<file path="src/design/lkv_pkg.sv">
// Package with the shared constants, payload types and memory request types of the LRU cache.
`timescale 1ns / 1ps

package lkv_pkg;

  localparam int MAX_ENTRIES = 16;
  localparam int DATA_WIDTH  = 32;
  localparam int KEY_W       = 32;
  localparam int VAL_W       = 32;
  localparam int CAP_W       = 5;
  localparam int IDX_W       = $clog2(MAX_ENTRIES);
  localparam int CNT_W       = $clog2(MAX_ENTRIES + 1);

  localparam logic [CAP_W-1:0] CAP_RESET = CAP_W'(16);

  localparam logic OP_GET = 1'b0;
  localparam logic OP_PUT = 1'b1;

  typedef struct packed {
    logic              opcode;
    logic signed [KEY_W-1:0] lookup_key;
    logic signed [VAL_W-1:0] write_value;
  } cmd_t;

  typedef struct packed {
    logic              found;
    logic signed [VAL_W-1:0] read_value;
    logic              evicted;
    logic signed [KEY_W-1:0] evicted_key;
  } rsp_t;

  // One entry of the tag memory: its key and its recency rank.
  typedef struct packed {
    logic [KEY_W-1:0] key;
    logic [IDX_W-1:0] rank;
  } meta_t;

  typedef struct packed {
    logic             we;
    logic [IDX_W-1:0] waddr;
    meta_t            wdata;
    logic             re;
    logic [IDX_W-1:0] raddr;
  } meta_req_t;

  typedef struct packed {
    logic                  we;
    logic [IDX_W-1:0]      waddr;
    logic [DATA_WIDTH-1:0] wdata;
    logic                  re;
    logic [IDX_W-1:0]      raddr;
  } val_req_t;

endpackage

</file>
<file path="src/design/lkv_ram.sv">
// Generic simple dual-port RAM with one write port and one registered read port.
`timescale 1ns / 1ps

module lkv_ram #(
  parameter int WIDTH = 8,
  parameter int DEPTH = 16
) (
  input  logic                     clk_i,
  input  logic                     we_i,
  input  logic [$clog2(DEPTH)-1:0] waddr_i,
  input  logic [WIDTH-1:0]         wdata_i,
  input  logic                     re_i,
  input  logic [$clog2(DEPTH)-1:0] raddr_i,
  output logic [WIDTH-1:0]         rdata_o
);

  logic [WIDTH-1:0] mem_q [DEPTH];
  logic [WIDTH-1:0] rdata_q;

  always_ff @(posedge clk_i) begin
    if (we_i) begin
      mem_q[waddr_i] <= wdata_i;
    end
    if (re_i) begin
      rdata_q <= mem_q[raddr_i];
    end
  end

  assign rdata_o = rdata_q;

endmodule

</file>
<file path="src/design/lkv_engine.sv">
// Sequencer that scans the tag memory, decides hit, fill or eviction, and rewrites the ranks.
`timescale 1ns / 1ps

module lkv_engine import lkv_pkg::*; (
  input  logic                  clk_i,
  input  logic                  rst_ni,
  input  logic                  start,
  output logic                  busy,
  input  cmd_t                  cmd_i,
  input  logic [CAP_W-1:0]      cap_i,
  output logic                  done_o,
  output rsp_t                  rsp_o,
  output meta_req_t             meta_req_o,
  input  meta_t                 meta_rdata_i,
  output val_req_t              val_req_o,
  input  logic [DATA_WIDTH-1:0] val_rdata_i
);

  typedef enum logic [3:0] {
    ST_IDLE   = 4'b0001,
    ST_SCAN   = 4'b0010,
    ST_DECIDE = 4'b0100,
    ST_UPDATE = 4'b1000
  } state_e;

  state_e                 state_q, state_d;
  logic [CNT_W-1:0]       cnt_q, cnt_d;
  logic [MAX_ENTRIES-1:0] valid_q, valid_d;
  logic [CNT_W-1:0]       occ_q, occ_d;
  logic                   done_q, done_d;

  cmd_t             cmd_q, cmd_d;
  rsp_t             rsp_q, rsp_d;
  logic             hit_q, hit_d;
  logic [IDX_W-1:0] hit_idx_q, hit_idx_d;
  logic [IDX_W-1:0] hit_rank_q, hit_rank_d;
  logic             lru_seen_q, lru_seen_d;
  logic [IDX_W-1:0] lru_idx_q, lru_idx_d;
  logic [IDX_W-1:0] lru_rank_q, lru_rank_d;
  logic [KEY_W-1:0] lru_key_q, lru_key_d;
  logic [IDX_W-1:0] tgt_q, tgt_d;
  logic [IDX_W-1:0] thr_q, thr_d;
  logic             inc_all_q, inc_all_d;
  logic             ins_q, ins_d;
  logic             rd_hit_q, rd_hit_d;
  logic             evict_q, evict_d;

  logic [CNT_W-1:0]         cnt_m1;
  logic [IDX_W-1:0]         di;
  logic                     last;
  logic                     full;
  logic [IDX_W-1:0]         free_idx;
  logic [DATA_WIDTH+31:0]   val_wide;
  logic [DATA_WIDTH+31:0]   rd_wide;
  meta_t                    upd_word;

  assign cnt_m1   = cnt_q - 1'b1;
  assign di       = cnt_m1[IDX_W-1:0];
  assign last     = (cnt_q == CNT_W'(MAX_ENTRIES));
  assign val_wide = {{DATA_WIDTH{1'b0}}, cmd_q.write_value};
  assign rd_wide  = {32'd0, val_rdata_i};

  // A new key evicts once the occupancy reaches the clamped capacity.
  always_comb begin
    if (cap_i == '0) begin
      full = (occ_q != '0);
    end else if (int'(cap_i) > MAX_ENTRIES) begin
      full = (int'(occ_q) >= MAX_ENTRIES);
    end else begin
      full = (int'(occ_q) >= int'(cap_i));
    end
  end

  // Lowest free entry.
  always_comb begin
    free_idx = '0;
    for (int i = MAX_ENTRIES - 1; i >= 0; i--) begin
      if (!valid_q[i]) begin
        free_idx = IDX_W'(i);
      end
    end
  end

  // Rewritten tag word during the update sweep.
  always_comb begin
    upd_word = meta_rdata_i;
    if (di == tgt_q) begin
      upd_word.rank = '0;
      if (ins_q) begin
        upd_word.key = cmd_q.lookup_key;
      end
    end else if (valid_q[di] && (inc_all_q || (meta_rdata_i.rank < thr_q))) begin
      upd_word.rank = meta_rdata_i.rank + 1'b1;
    end
  end

  always_comb begin
    state_d    = state_q;
    cnt_d      = cnt_q;
    valid_d    = valid_q;
    occ_d      = occ_q;
    done_d     = 1'b0;
    cmd_d      = cmd_q;
    rsp_d      = rsp_q;
    hit_d      = hit_q;
    hit_idx_d  = hit_idx_q;
    hit_rank_d = hit_rank_q;
    lru_seen_d = lru_seen_q;
    lru_idx_d  = lru_idx_q;
    lru_rank_d = lru_rank_q;
    lru_key_d  = lru_key_q;
    tgt_d      = tgt_q;
    thr_d      = thr_q;
    inc_all_d  = inc_all_q;
    ins_d      = ins_q;
    rd_hit_d   = rd_hit_q;
    evict_d    = evict_q;
    meta_req_o = '0;
    val_req_o  = '0;

    unique case (state_q)
      ST_IDLE: begin
        if (start) begin
          cmd_d      = cmd_i;
          cnt_d      = '0;
          hit_d      = 1'b0;
          lru_seen_d = 1'b0;
          rd_hit_d   = 1'b0;
          evict_d    = 1'b0;
          state_d    = ST_SCAN;
        end
      end

      ST_SCAN: begin
        meta_req_o.re    = !last;
        meta_req_o.raddr = cnt_q[IDX_W-1:0];
        // Read data arrives in the cycle after its address.
        if (cnt_q != '0 && valid_q[di]) begin
          if (meta_rdata_i.key == cmd_q.lookup_key) begin
            hit_d      = 1'b1;
            hit_idx_d  = di;
            hit_rank_d = meta_rdata_i.rank;
          end
          if (!lru_seen_q || (meta_rdata_i.rank > lru_rank_q)) begin
            lru_seen_d = 1'b1;
            lru_idx_d  = di;
            lru_rank_d = meta_rdata_i.rank;
            lru_key_d  = meta_rdata_i.key;
          end
        end
        cnt_d = cnt_q + 1'b1;
        if (last) begin
          state_d = ST_DECIDE;
        end
      end

      ST_DECIDE: begin
        cnt_d = '0;
        priority if (hit_q) begin
          tgt_d     = hit_idx_q;
          thr_d     = hit_rank_q;
          inc_all_d = 1'b0;
          ins_d     = 1'b0;
          if (cmd_q.opcode == OP_PUT) begin
            val_req_o.we    = 1'b1;
            val_req_o.waddr = hit_idx_q;
            val_req_o.wdata = val_wide[DATA_WIDTH-1:0];
          end else begin
            val_req_o.re    = 1'b1;
            val_req_o.raddr = hit_idx_q;
            rd_hit_d        = 1'b1;
          end
          state_d = ST_UPDATE;
        end else if (cmd_q.opcode == OP_PUT) begin
          inc_all_d = 1'b1;
          ins_d     = 1'b1;
          thr_d     = '0;
          if (full) begin
            // The evicted entry is reused in place, so occupancy stays.
            tgt_d   = lru_idx_q;
            evict_d = 1'b1;
          end else begin
            tgt_d           = free_idx;
            valid_d[free_idx] = 1'b1;
            occ_d           = occ_q + 1'b1;
          end
          val_req_o.we    = 1'b1;
          val_req_o.waddr = full ? lru_idx_q : free_idx;
          val_req_o.wdata = val_wide[DATA_WIDTH-1:0];
          state_d = ST_UPDATE;
        end else begin
          done_d  = 1'b1;
          rsp_d   = '0;
          state_d = ST_IDLE;
        end
      end

      ST_UPDATE: begin
        meta_req_o.re    = !last;
        meta_req_o.raddr = cnt_q[IDX_W-1:0];
        meta_req_o.we    = (cnt_q != '0);
        meta_req_o.waddr = di;
        meta_req_o.wdata = upd_word;
        cnt_d = cnt_q + 1'b1;
        if (last) begin
          done_d            = 1'b1;
          rsp_d.found       = hit_q;
          rsp_d.read_value  = rd_hit_q ? $signed(rd_wide[31:0]) : '0;
          rsp_d.evicted     = evict_q;
          rsp_d.evicted_key = evict_q ? $signed(lru_key_q) : '0;
          state_d           = ST_IDLE;
        end
      end

      default: begin
        state_d = ST_IDLE;
      end
    endcase
  end

  always_ff @(posedge clk_i or negedge rst_ni) begin
    if (!rst_ni) begin
      state_q <= ST_IDLE;
      cnt_q   <= '0;
      valid_q <= '0;
      occ_q   <= '0;
      done_q  <= 1'b0;
    end else begin
      state_q <= state_d;
      cnt_q   <= cnt_d;
      valid_q <= valid_d;
      occ_q   <= occ_d;
      done_q  <= done_d;
    end
  end

  always_ff @(posedge clk_i) begin
    cmd_q      <= cmd_d;
    rsp_q      <= rsp_d;
    hit_q      <= hit_d;
    hit_idx_q  <= hit_idx_d;
    hit_rank_q <= hit_rank_d;
    lru_seen_q <= lru_seen_d;
    lru_idx_q  <= lru_idx_d;
    lru_rank_q <= lru_rank_d;
    lru_key_q  <= lru_key_d;
    tgt_q      <= tgt_d;
    thr_q      <= thr_d;
    inc_all_q  <= inc_all_d;
    ins_q      <= ins_d;
    rd_hit_q   <= rd_hit_d;
    evict_q    <= evict_d;
  end

  assign busy   = (state_q != ST_IDLE);
  assign done_o = done_q;
  assign rsp_o  = rsp_q;

endmodule

</file>
<file path="src/design/lru_key_value_cache_top.sv">
// Top level of the LRU key/value cache: capacity register, tag and value memories, sequencer.
//
//   Channel   | Handshake            | Payload
//   ----------+----------------------+----------------------------
//   command   | start / busy         | cmd_i (opcode, key, value)
//   result    | done_o strobe        | rsp_o (found, value, evict)
//   config    | cfg_we_i             | cfg_wdata_i (capacity)
//
// Each transaction scans all MAX_ENTRIES tag entries through the single read port of the
// tag memory, then a hit or a put sweeps them again to rewrite the recency ranks.
// A get that misses gives its result after the scan and the decide state, every other
// transaction after the rank sweep that follows them; one transaction at a time.
// Reset clears the valid bits and the occupancy and sets the capacity register to
// MAX_ENTRIES; no memory clearing.
// The receiver cannot stall: done_o pulses for one cycle and busy drops with it.
`timescale 1ns / 1ps

module lru_key_value_cache_top import lkv_pkg::*; (
  input  logic             clk_i,
  input  logic             rst_ni,
  input  logic             start,
  output logic             busy,
  input  cmd_t             cmd_i,
  output logic             done_o,
  output rsp_t             rsp_o,
  input  logic             cfg_we_i,
  input  logic [CAP_W-1:0] cfg_wdata_i
);

  logic [CAP_W-1:0]      cap_q, cap_d;
  meta_req_t             meta_req;
  meta_t                 meta_rdata;
  logic [$bits(meta_t)-1:0] meta_rdata_raw;
  val_req_t              val_req;
  logic [DATA_WIDTH-1:0] val_rdata;

  assign cap_d = cfg_we_i ? cfg_wdata_i : cap_q;

  always_ff @(posedge clk_i or negedge rst_ni) begin
    if (!rst_ni) begin
      cap_q <= CAP_RESET;
    end else begin
      cap_q <= cap_d;
    end
  end

  lkv_ram #(
    .WIDTH($bits(meta_t)),
    .DEPTH(MAX_ENTRIES)
  ) u_meta_ram (
    .clk_i  (clk_i),
    .we_i   (meta_req.we),
    .waddr_i(meta_req.waddr),
    .wdata_i(meta_req.wdata),
    .re_i   (meta_req.re),
    .raddr_i(meta_req.raddr),
    .rdata_o(meta_rdata_raw)
  );

  assign meta_rdata = meta_t'(meta_rdata_raw);

  lkv_ram #(
    .WIDTH(DATA_WIDTH),
    .DEPTH(MAX_ENTRIES)
  ) u_val_ram (
    .clk_i  (clk_i),
    .we_i   (val_req.we),
    .waddr_i(val_req.waddr),
    .wdata_i(val_req.wdata),
    .re_i   (val_req.re),
    .raddr_i(val_req.raddr),
    .rdata_o(val_rdata)
  );

  lkv_engine u_engine (
    .clk_i       (clk_i),
    .rst_ni      (rst_ni),
    .start       (start),
    .busy        (busy),
    .cmd_i       (cmd_i),
    .cap_i       (cap_q),
    .done_o      (done_o),
    .rsp_o       (rsp_o),
    .meta_req_o  (meta_req),
    .meta_rdata_i(meta_rdata),
    .val_req_o   (val_req),
    .val_rdata_i (val_rdata)
  );

endmodule
</file>
<file path="config.mk">
export PLATFORM = sky130hd
export DESIGN_NAME = lru_key_value_cache_top
export DESIGN_NICKNAME = d
export VERILOG_FILES = /design/src/design/lkv_pkg.sv /design/src/design/lkv_ram.sv /design/src/design/lkv_engine.sv /design/src/design/lru_key_value_cache_top.sv
export SDC_FILE = /design/constraint.sdc
export NUM_CORES = 2
export LEC_CHECK = 0
export BUFFER_PORTS_ARGS = -buffer_cell sky130_fd_sc_hd__buf_2
export CAP_MARGIN = 0
export CORE_MARGIN = 2
export CORE_UTILIZATION = 30
export DETAILED_ROUTE_END_ITERATION = 8
export GPL_ROUTABILITY_DRIVEN = 0
export PLACE_DENSITY = 0.5
export SLEW_MARGIN = 10
export SYNTH_ARGS = -nofsm -noshare
export SYNTH_HDL_FRONTEND = slang
export SYNTH_SLANG_ARGS = --single-unit
</file>
<file path="constraint.sdc">
create_clock -name clk_i -period 18.4 [get_ports clk_i]
set_input_delay 1.84 -clock clk_i [delete_from_list [all_inputs] [get_ports clk_i]]
set_output_delay 1.84 -clock clk_i [all_outputs]
set_load 0.005 [all_outputs]
</file>
== Word level (Yosys, flattened, before mapping) ==
Memories as Yosys holds them, arrays and structs flattened. A register that Yosys moved wholly into a read port is not among the register bits.
Index checks and enable logic that the tools add are counted.

* Order comparisons: 8
* Add/sub/neg operators: 4
* Multiplexer cells: 76
* Equal/unequal tests: 19
* Reductions and logical operators: 28
* Bitwise logic cells: 3

{| class="wikitable"
|+ Operators with widths
! operator !! count
|-
| $mux 66 || 3
|-
| $pmux 66 s2 || 1
|-
| $mux 32 || 4
|-
| $mux 4 || 28
|-
| $mux 37 || 3
|-
| $mux 42 || 1
|-
| $mux 41 || 1
|-
| $eq 32x32->1 || 1
|-
| $mux 1 || 22
|-
| $mux 5 || 4
|-
| $reduce_and 4->1 || 5
|-
| $ne 2x1->1 const B || 8
|-
| $or 16x16->16 || 1
|-
| $pmux 4 s4 || 1
|-
| $pmux 5 s3 || 1
|-
| $add 5x1->5 const B || 2
|-
| $lt 4x5->1 const B || 2
|-
| $pmux 1 s2 || 5
|-
| $reduce_bool 5->1 || 2
|-
| $reduce_and 3->1 || 3
|-
| $reduce_bool 2->1 || 4
|-
| $ne 2x2->1 const B || 3
|-
| $reduce_and 2->1 || 3
|-
| $eq 5x5->1 const B || 1
|-
| 24 further kinds || 29
|}

* Logic and storage cells: 165
* Register bits after elaboration: 228
* Memory bits (writable): 1,088
* Memories kept: 2
* Output and inout bits: 68
* Input port bits: 74

{| class="wikitable"
|+ Memories
! name !! words !! width !! read ports !! clocked after Yosys merged registers in !! write ports !! line !! RTL
|-
| u_meta_ram.mem_q || 16 || 36 || 1 || 1 || 1 || lkv_ram.sv:17 || <nowiki>logic [WIDTH-1:0] mem_q [DEPTH];</nowiki>
|-
| u_val_ram.mem_q || 16 || 32 || 1 || 1 || 1 || lkv_ram.sv:17 ||
|}

== Logic depth before layout (Yosys ltp) ==
* Word-level depth: 22
* Mapped depth: 11

== Cells and area by module ==
Synthesis repeated with hierarchy kept, for this count alone.

* Cell total of the unflattened synthesis: 2,493
* Area, all modules: 52,753.1 um2

{| class="wikitable"
|+ Modules (own cells, without submodules)
! module !! instances !! sequential area each (um2) !! area each (um2) !! cells an instance
|-
| lkv_ram at u_meta_ram || 1 || 18,377.6 || 22,679.3 || 938
|-
| lkv_ram at u_val_ram || 1 || 16,335.7 || 20,155.6 || 838
|-
| lkv_engine || 1 || 6,542.5 || 9,735.6 || 707
|-
| lru_key_value_cache_top || 1 || 126.4 || 182.7 || 10
|}

== Worst setup path before layout ==
OpenSTA, ideal clock, no wires.

* Kind: register to register
* From: reg u_engine.state_q[0]
* To: reg u_engine.rsp_q (netlist bit u_engine.rsp_o[0]), enable pin
* Library setup time: 0.581 ns
* Buffers on the path: 2
* Arrival time: 6.055 ns
* Setup slack: 11.763 ns
* Stages on the path, launching flop included: 5
* Cells stage by stage: dfstp_2 -> clkbuf_1 -> or4b_2 -> clkbuf_1 -> o21ai_0

* Cells in the longest elaborated chain, start to end: 3
* Elaborated cells on any way between the ends: 7
* Classes of those cells: 5 x eq/ne; 2 x reduce/logical

{| class="wikitable"
|+ RTL lines
! element !! line !! RTL
|-
| start: declaration || lkv_engine.sv:26 || <nowiki>state_e state_q, state_d;</nowiki>
|-
| start signal: assignment || lkv_engine.sv:229 || <nowiki>state_q <= state_d;</nowiki>
|-
| $eq 4x4->1 / $eq 4x3->1 (equally long branches) || lkv_engine.sv:121 || <nowiki>unique case (state_q)</nowiki>
|-
| $ne 2x1->1 (no source line) (tied with other cells) || - ||
|-
| $reduce_and 4->1 (no source line) * || - ||
|-
| end signal: assignment || lkv_engine.sv:239 || <nowiki>rsp_q <= rsp_d;</nowiki>
|-
| end: declaration || lkv_engine.sv:33 || <nowiki>rsp_t rsp_q, rsp_d;</nowiki>
|}

Mark *: on every way between the ends. The rest lies on a longest branch, timed or not.
A chain may end at the register's enable or synchronous reset.

== Worst setup path in the final report ==
* From: reg u_engine.occ_q[0]
* To: mem u_val_ram.mem_q[3][19] (netlist bit), enable pin

* Cells in the longest elaborated chain, start to end: 7
* Elaborated cells on any way between the ends: 9
* Classes of those cells: 2 x order compare; 6 x mux; 1 x reduce/logical

{| class="wikitable"
|+ RTL lines
! element !! line !! RTL
|-
| start: declaration || lkv_engine.sv:29 || <nowiki>logic [CNT_W-1:0] occ_q, occ_d;</nowiki>
|-
| start signal: assignment || lkv_engine.sv:226 || <nowiki>occ_q <= '0;</nowiki>
|-
| start signal: assignment || lkv_engine.sv:232 || <nowiki>occ_q <= occ_d;</nowiki>
|-
| $ge 5x5->1, on equally long branches || lkv_engine.sv:70, lkv_engine.sv:68 ||
|-
| $mux 1 || lkv_engine.sv:67 || <nowiki>end else if (int'(cap_i) > MAX_ENTRIES) begin</nowiki>
|-
| $mux 1 * || lkv_engine.sv:65 || <nowiki>if (cap_i == '0) begin</nowiki>
|-
| $mux 4 * || lkv_engine.sv:188 || <nowiki>val_req_o.waddr = full ? lru_idx_q : free_idx;</nowiki>
|-
| $mux 37 * || lkv_engine.sv:174 || <nowiki>end else if (cmd_q.opcode == OP_PUT) begin</nowiki>
|-
| $mux 37 * || lkv_engine.sv:159 || <nowiki>priority if (hit_q) begin</nowiki>
|-
| $mux 42 * || lkv_engine.sv:121 ||
|-
| end: declaration || lkv_ram.sv:17 ||
|}

Marks and branches as above.

==> reports/metrics.yaml <==
run_status:
  status: "finished clean"
yosys:
  synth_area_um2: 53700
  synth_nets: 3018
  ys_top_cells_by_area: "edfxtp_1 75%, mux4_2 7.6%, mux2i_1 2.5%"
  synthFlopType: "edfxtp_1"
  synth_warnings: 0
  ys_seq_area_share_pct: 77.1
  synth_common_cells: "1348 x edfxtp_1, 180 x mux4_2, 166 x nor2_1"
  synth_cells: 2926
  synth_edf_count: 1348
  synth.top_cell.area_share_pct: 75.4
  synthArstFlopShare_pct: 2.60
  ys_types: 56
  yosysMostFrequentCell: "edfxtp_1"
  syn_area_per_cell_um2: 18.3
  synth-seq-cells: 1384
  synth_area_leader_cell: "edfxtp_1"
detailed_routing:
  drc_errors: 0
  drtIter0Drc: 2367
  wl_per_cell_um: 25.3
  wl_um: 142000
  vias_per_cell: 4.94
  drt_pre_antenna_iters: 5
  final_antenna_net_count: 0
  vias: 27655
timing:
  layout_min_cycle_time_ps: 4730
  tightest_slew_ps: 1160
  slew_headroom_pct: 22.0
  timing.final.max_slew_violations: 0
  clock.fmax_mhz: 211
  rsz0062_at_grt: "no"
  setup_violations: 0
  final_hold_viol_count: 0
  setup_slack_ps: 13670
  fin_crit_sh_pct: 25.7
  finalSetupTns_ps: 0
  skew_ps: 29.5
setup_path:
  cp.required_ps: 18800
  cp-end-kind: "register"
  critPathMaxFanout: 23
  crit_path_start_kind: "register"
  arrival_ps: 5130
  path_class: "reg -> reg"
clock_tree:
  cts_tree: "done"
  numCtsBuffers: 145
  clockBufferDepth: 3
  cts_sinks: 1384
  clk_latency_ps: 780
  clk_pin_slew_worst_paths_ps: 60
  htree_levels: 4
  cts_setup_buffers: 0
  ctsHoldBuffers: 0
  cts_root_buf: "clkbuf_16"
  cts_resized: 0
grt:
  antenna_found_initial: 5
  grt_max_degree: 78
  grt_remaining_overflow: 0
  grt_pass1_vias: 28229
  grt.total_usage_pct: 15.4
  grt_first_pass_wirelength_um: 203000
placed_design:
  post-dp-hpwl_um: 73000
  portBuffers: 141
  dp_cells: 5323
  detailedPlace.worstSlack_ps: 13700
die:
  die_x_um: 427
  ios: 142
  row_count: 155
  dieArea_um2: 182000
  coreArea_um2: 178000
  chipHeight_um: 427
  start_util_pct: 30.1
final_layout:
  drive_gt1_share_pct: 21.0
  instances_no_fill: 5593
  synthToLayoutAreaGrowth_pct: 15.6
  fillers: 16861
  fin_nets: 3207
power:
  peakVddDrop_uv: 69.7
  p_per_area_nw_per_um2: 110
  leakage_nw: 22.8
hold_path:
  hp-class: "reg -> reg"
job:
  drv_cap: 0
metrics by stage:
stage	cell area, um2	util (%)	hold WS, ps	power [mW]
finish	62000	34.9	496	6.83
global route	62000	34.9	510	7.06
CTS	62000	34.8	497	6.92
detailed placement	57500	32.3	486	4.11
global placement	57500	32.3	486	4.11
floorplan	53700	-	458	3.89
registers in the layout, summed over array words and instances (netlist names), 5 cells and up:
name,count
cap_q,5
u_engine.cmd_q,65
u_engine.cnt_q,5
u_engine.lru_key_q,32
u_engine.occ_q,5
u_engine.rsp_o,66
u_engine.valid_q,16
u_meta_ram.mem_q,576
u_meta_ram.rdata_o,36
u_val_ram.mem_q,512
u_val_ram.rdata_o,32
layer usage:
metal	share of wire, %	GRT usage [%]	vias up
met5	0	0	-
met1	44	20.7	14740
met3	3.7	1.96	151
met4	1.6	3.87	0
met2	50	26.3	644
li1	-	-	12120
layout by cell type (no fill, tap or decap), types with 6 or more instances in the layout:
cell	n
buf_2	141
o21ai_0	88
bufinv_16	6
nor4_1	9
nor3_2	11
mux2i_1	134
dfrtp_1	32
xnor2_1	12
edfxtp_1	1348
a21oi_1	138
nor2_4	20
clkbuf_1	40
buf_4	68
and3_1	99
ha_1	18
a21o_1	13
nand2_4	6
o22ai_1	33
a211oi_1	33
nand2_1	97
nand3_1	46
a311oi_1	32
o221ai_1	35
nor2_1	146
nand4_1	12
mux2_2	38
and2_1	40
xor2_1	35
clkinv_2	13
inv_1	28
mux4_2	180
clkbuf_16	150
clkinv_1	44
clkinv_8	7
final timing paths:
check                                         startpoint  cells after the start  slack, ps                                to
setup / recovery           u_engine.occ_q[0]$_DFFE_PN0P_                     10      13670  u_val_ram.mem_q[3][19]$_DFFE_PP_
hold / removal             u_engine.occ_q[4]$_DFFE_PN0P_                      1        500     u_engine.occ_q[4]$_DFFE_PN0P_
setup reg to reg           u_engine.occ_q[0]$_DFFE_PN0P_                     10      13670  u_val_ram.mem_q[3][19]$_DFFE_PP_
max in group asynchronous                         rst_ni                      1      16580     u_engine.cnt_q[0]$_DFFE_PN0P_
hold reg to reg            u_engine.occ_q[4]$_DFFE_PN0P_                      1        500     u_engine.occ_q[4]$_DFFE_PN0P_
min in group asynchronous                         rst_ni                      1       1190   u_engine.valid_q[2]$_DFFE_PN0P_
critical path: stages (launching register included):
cell and delay, ps:
dfrtp_1 400, inv_1 130, ha_1 250, nor3b_1 190, o21ai_0 120, a211o_1 360, and3_1 210, o31ai_2 740
inv_1 380, nor3_2 990, buf_4 580
kinds of logic after synthesis:
| group | after synthesis | synth area share, % |
|---|---|---|
| xor+xnor | 48 | 0.797 |
| simple gates | 528 | 4.83 |
| mux | 352 | 10.8 |
| compound gates | 397 | 4.59 |
| flops | 1384 | 77.1 |
| fa+ha+maj | 18 | 0.420 |
| buf+inv | 199 | 1.42 |
power by group:
part	internal (mW)	switching (mW)	total [mW]
logic	0.140	0.300	0.440
clock network	1.58	1.22	2.81
registers	3.51	0.0763	3.59
area by class of cell:
| type | instances | area (um2) | area share [%] |
|---|---|---|---|
| Timing Repair Buffer | 210 | 1240 | 1.99 |
| Clock buffer | 190 | 3900 | 6.29 |
| Antenna cell | 1 | 2.50 | 0.00403 |
| Multi-Input combinational cell | 1343 | 11900 | 19.1 |
| Inverter | 31 | 120 | 0.194 |
| Sequential cell | 1384 | 41400 | 66.7 |
| Clock inverter | 79 | 601 | 0.968 |
| Tap cell | 2355 | 2950 | 4.75 |
No activity file was read; power rests on OpenSTA's default activity.
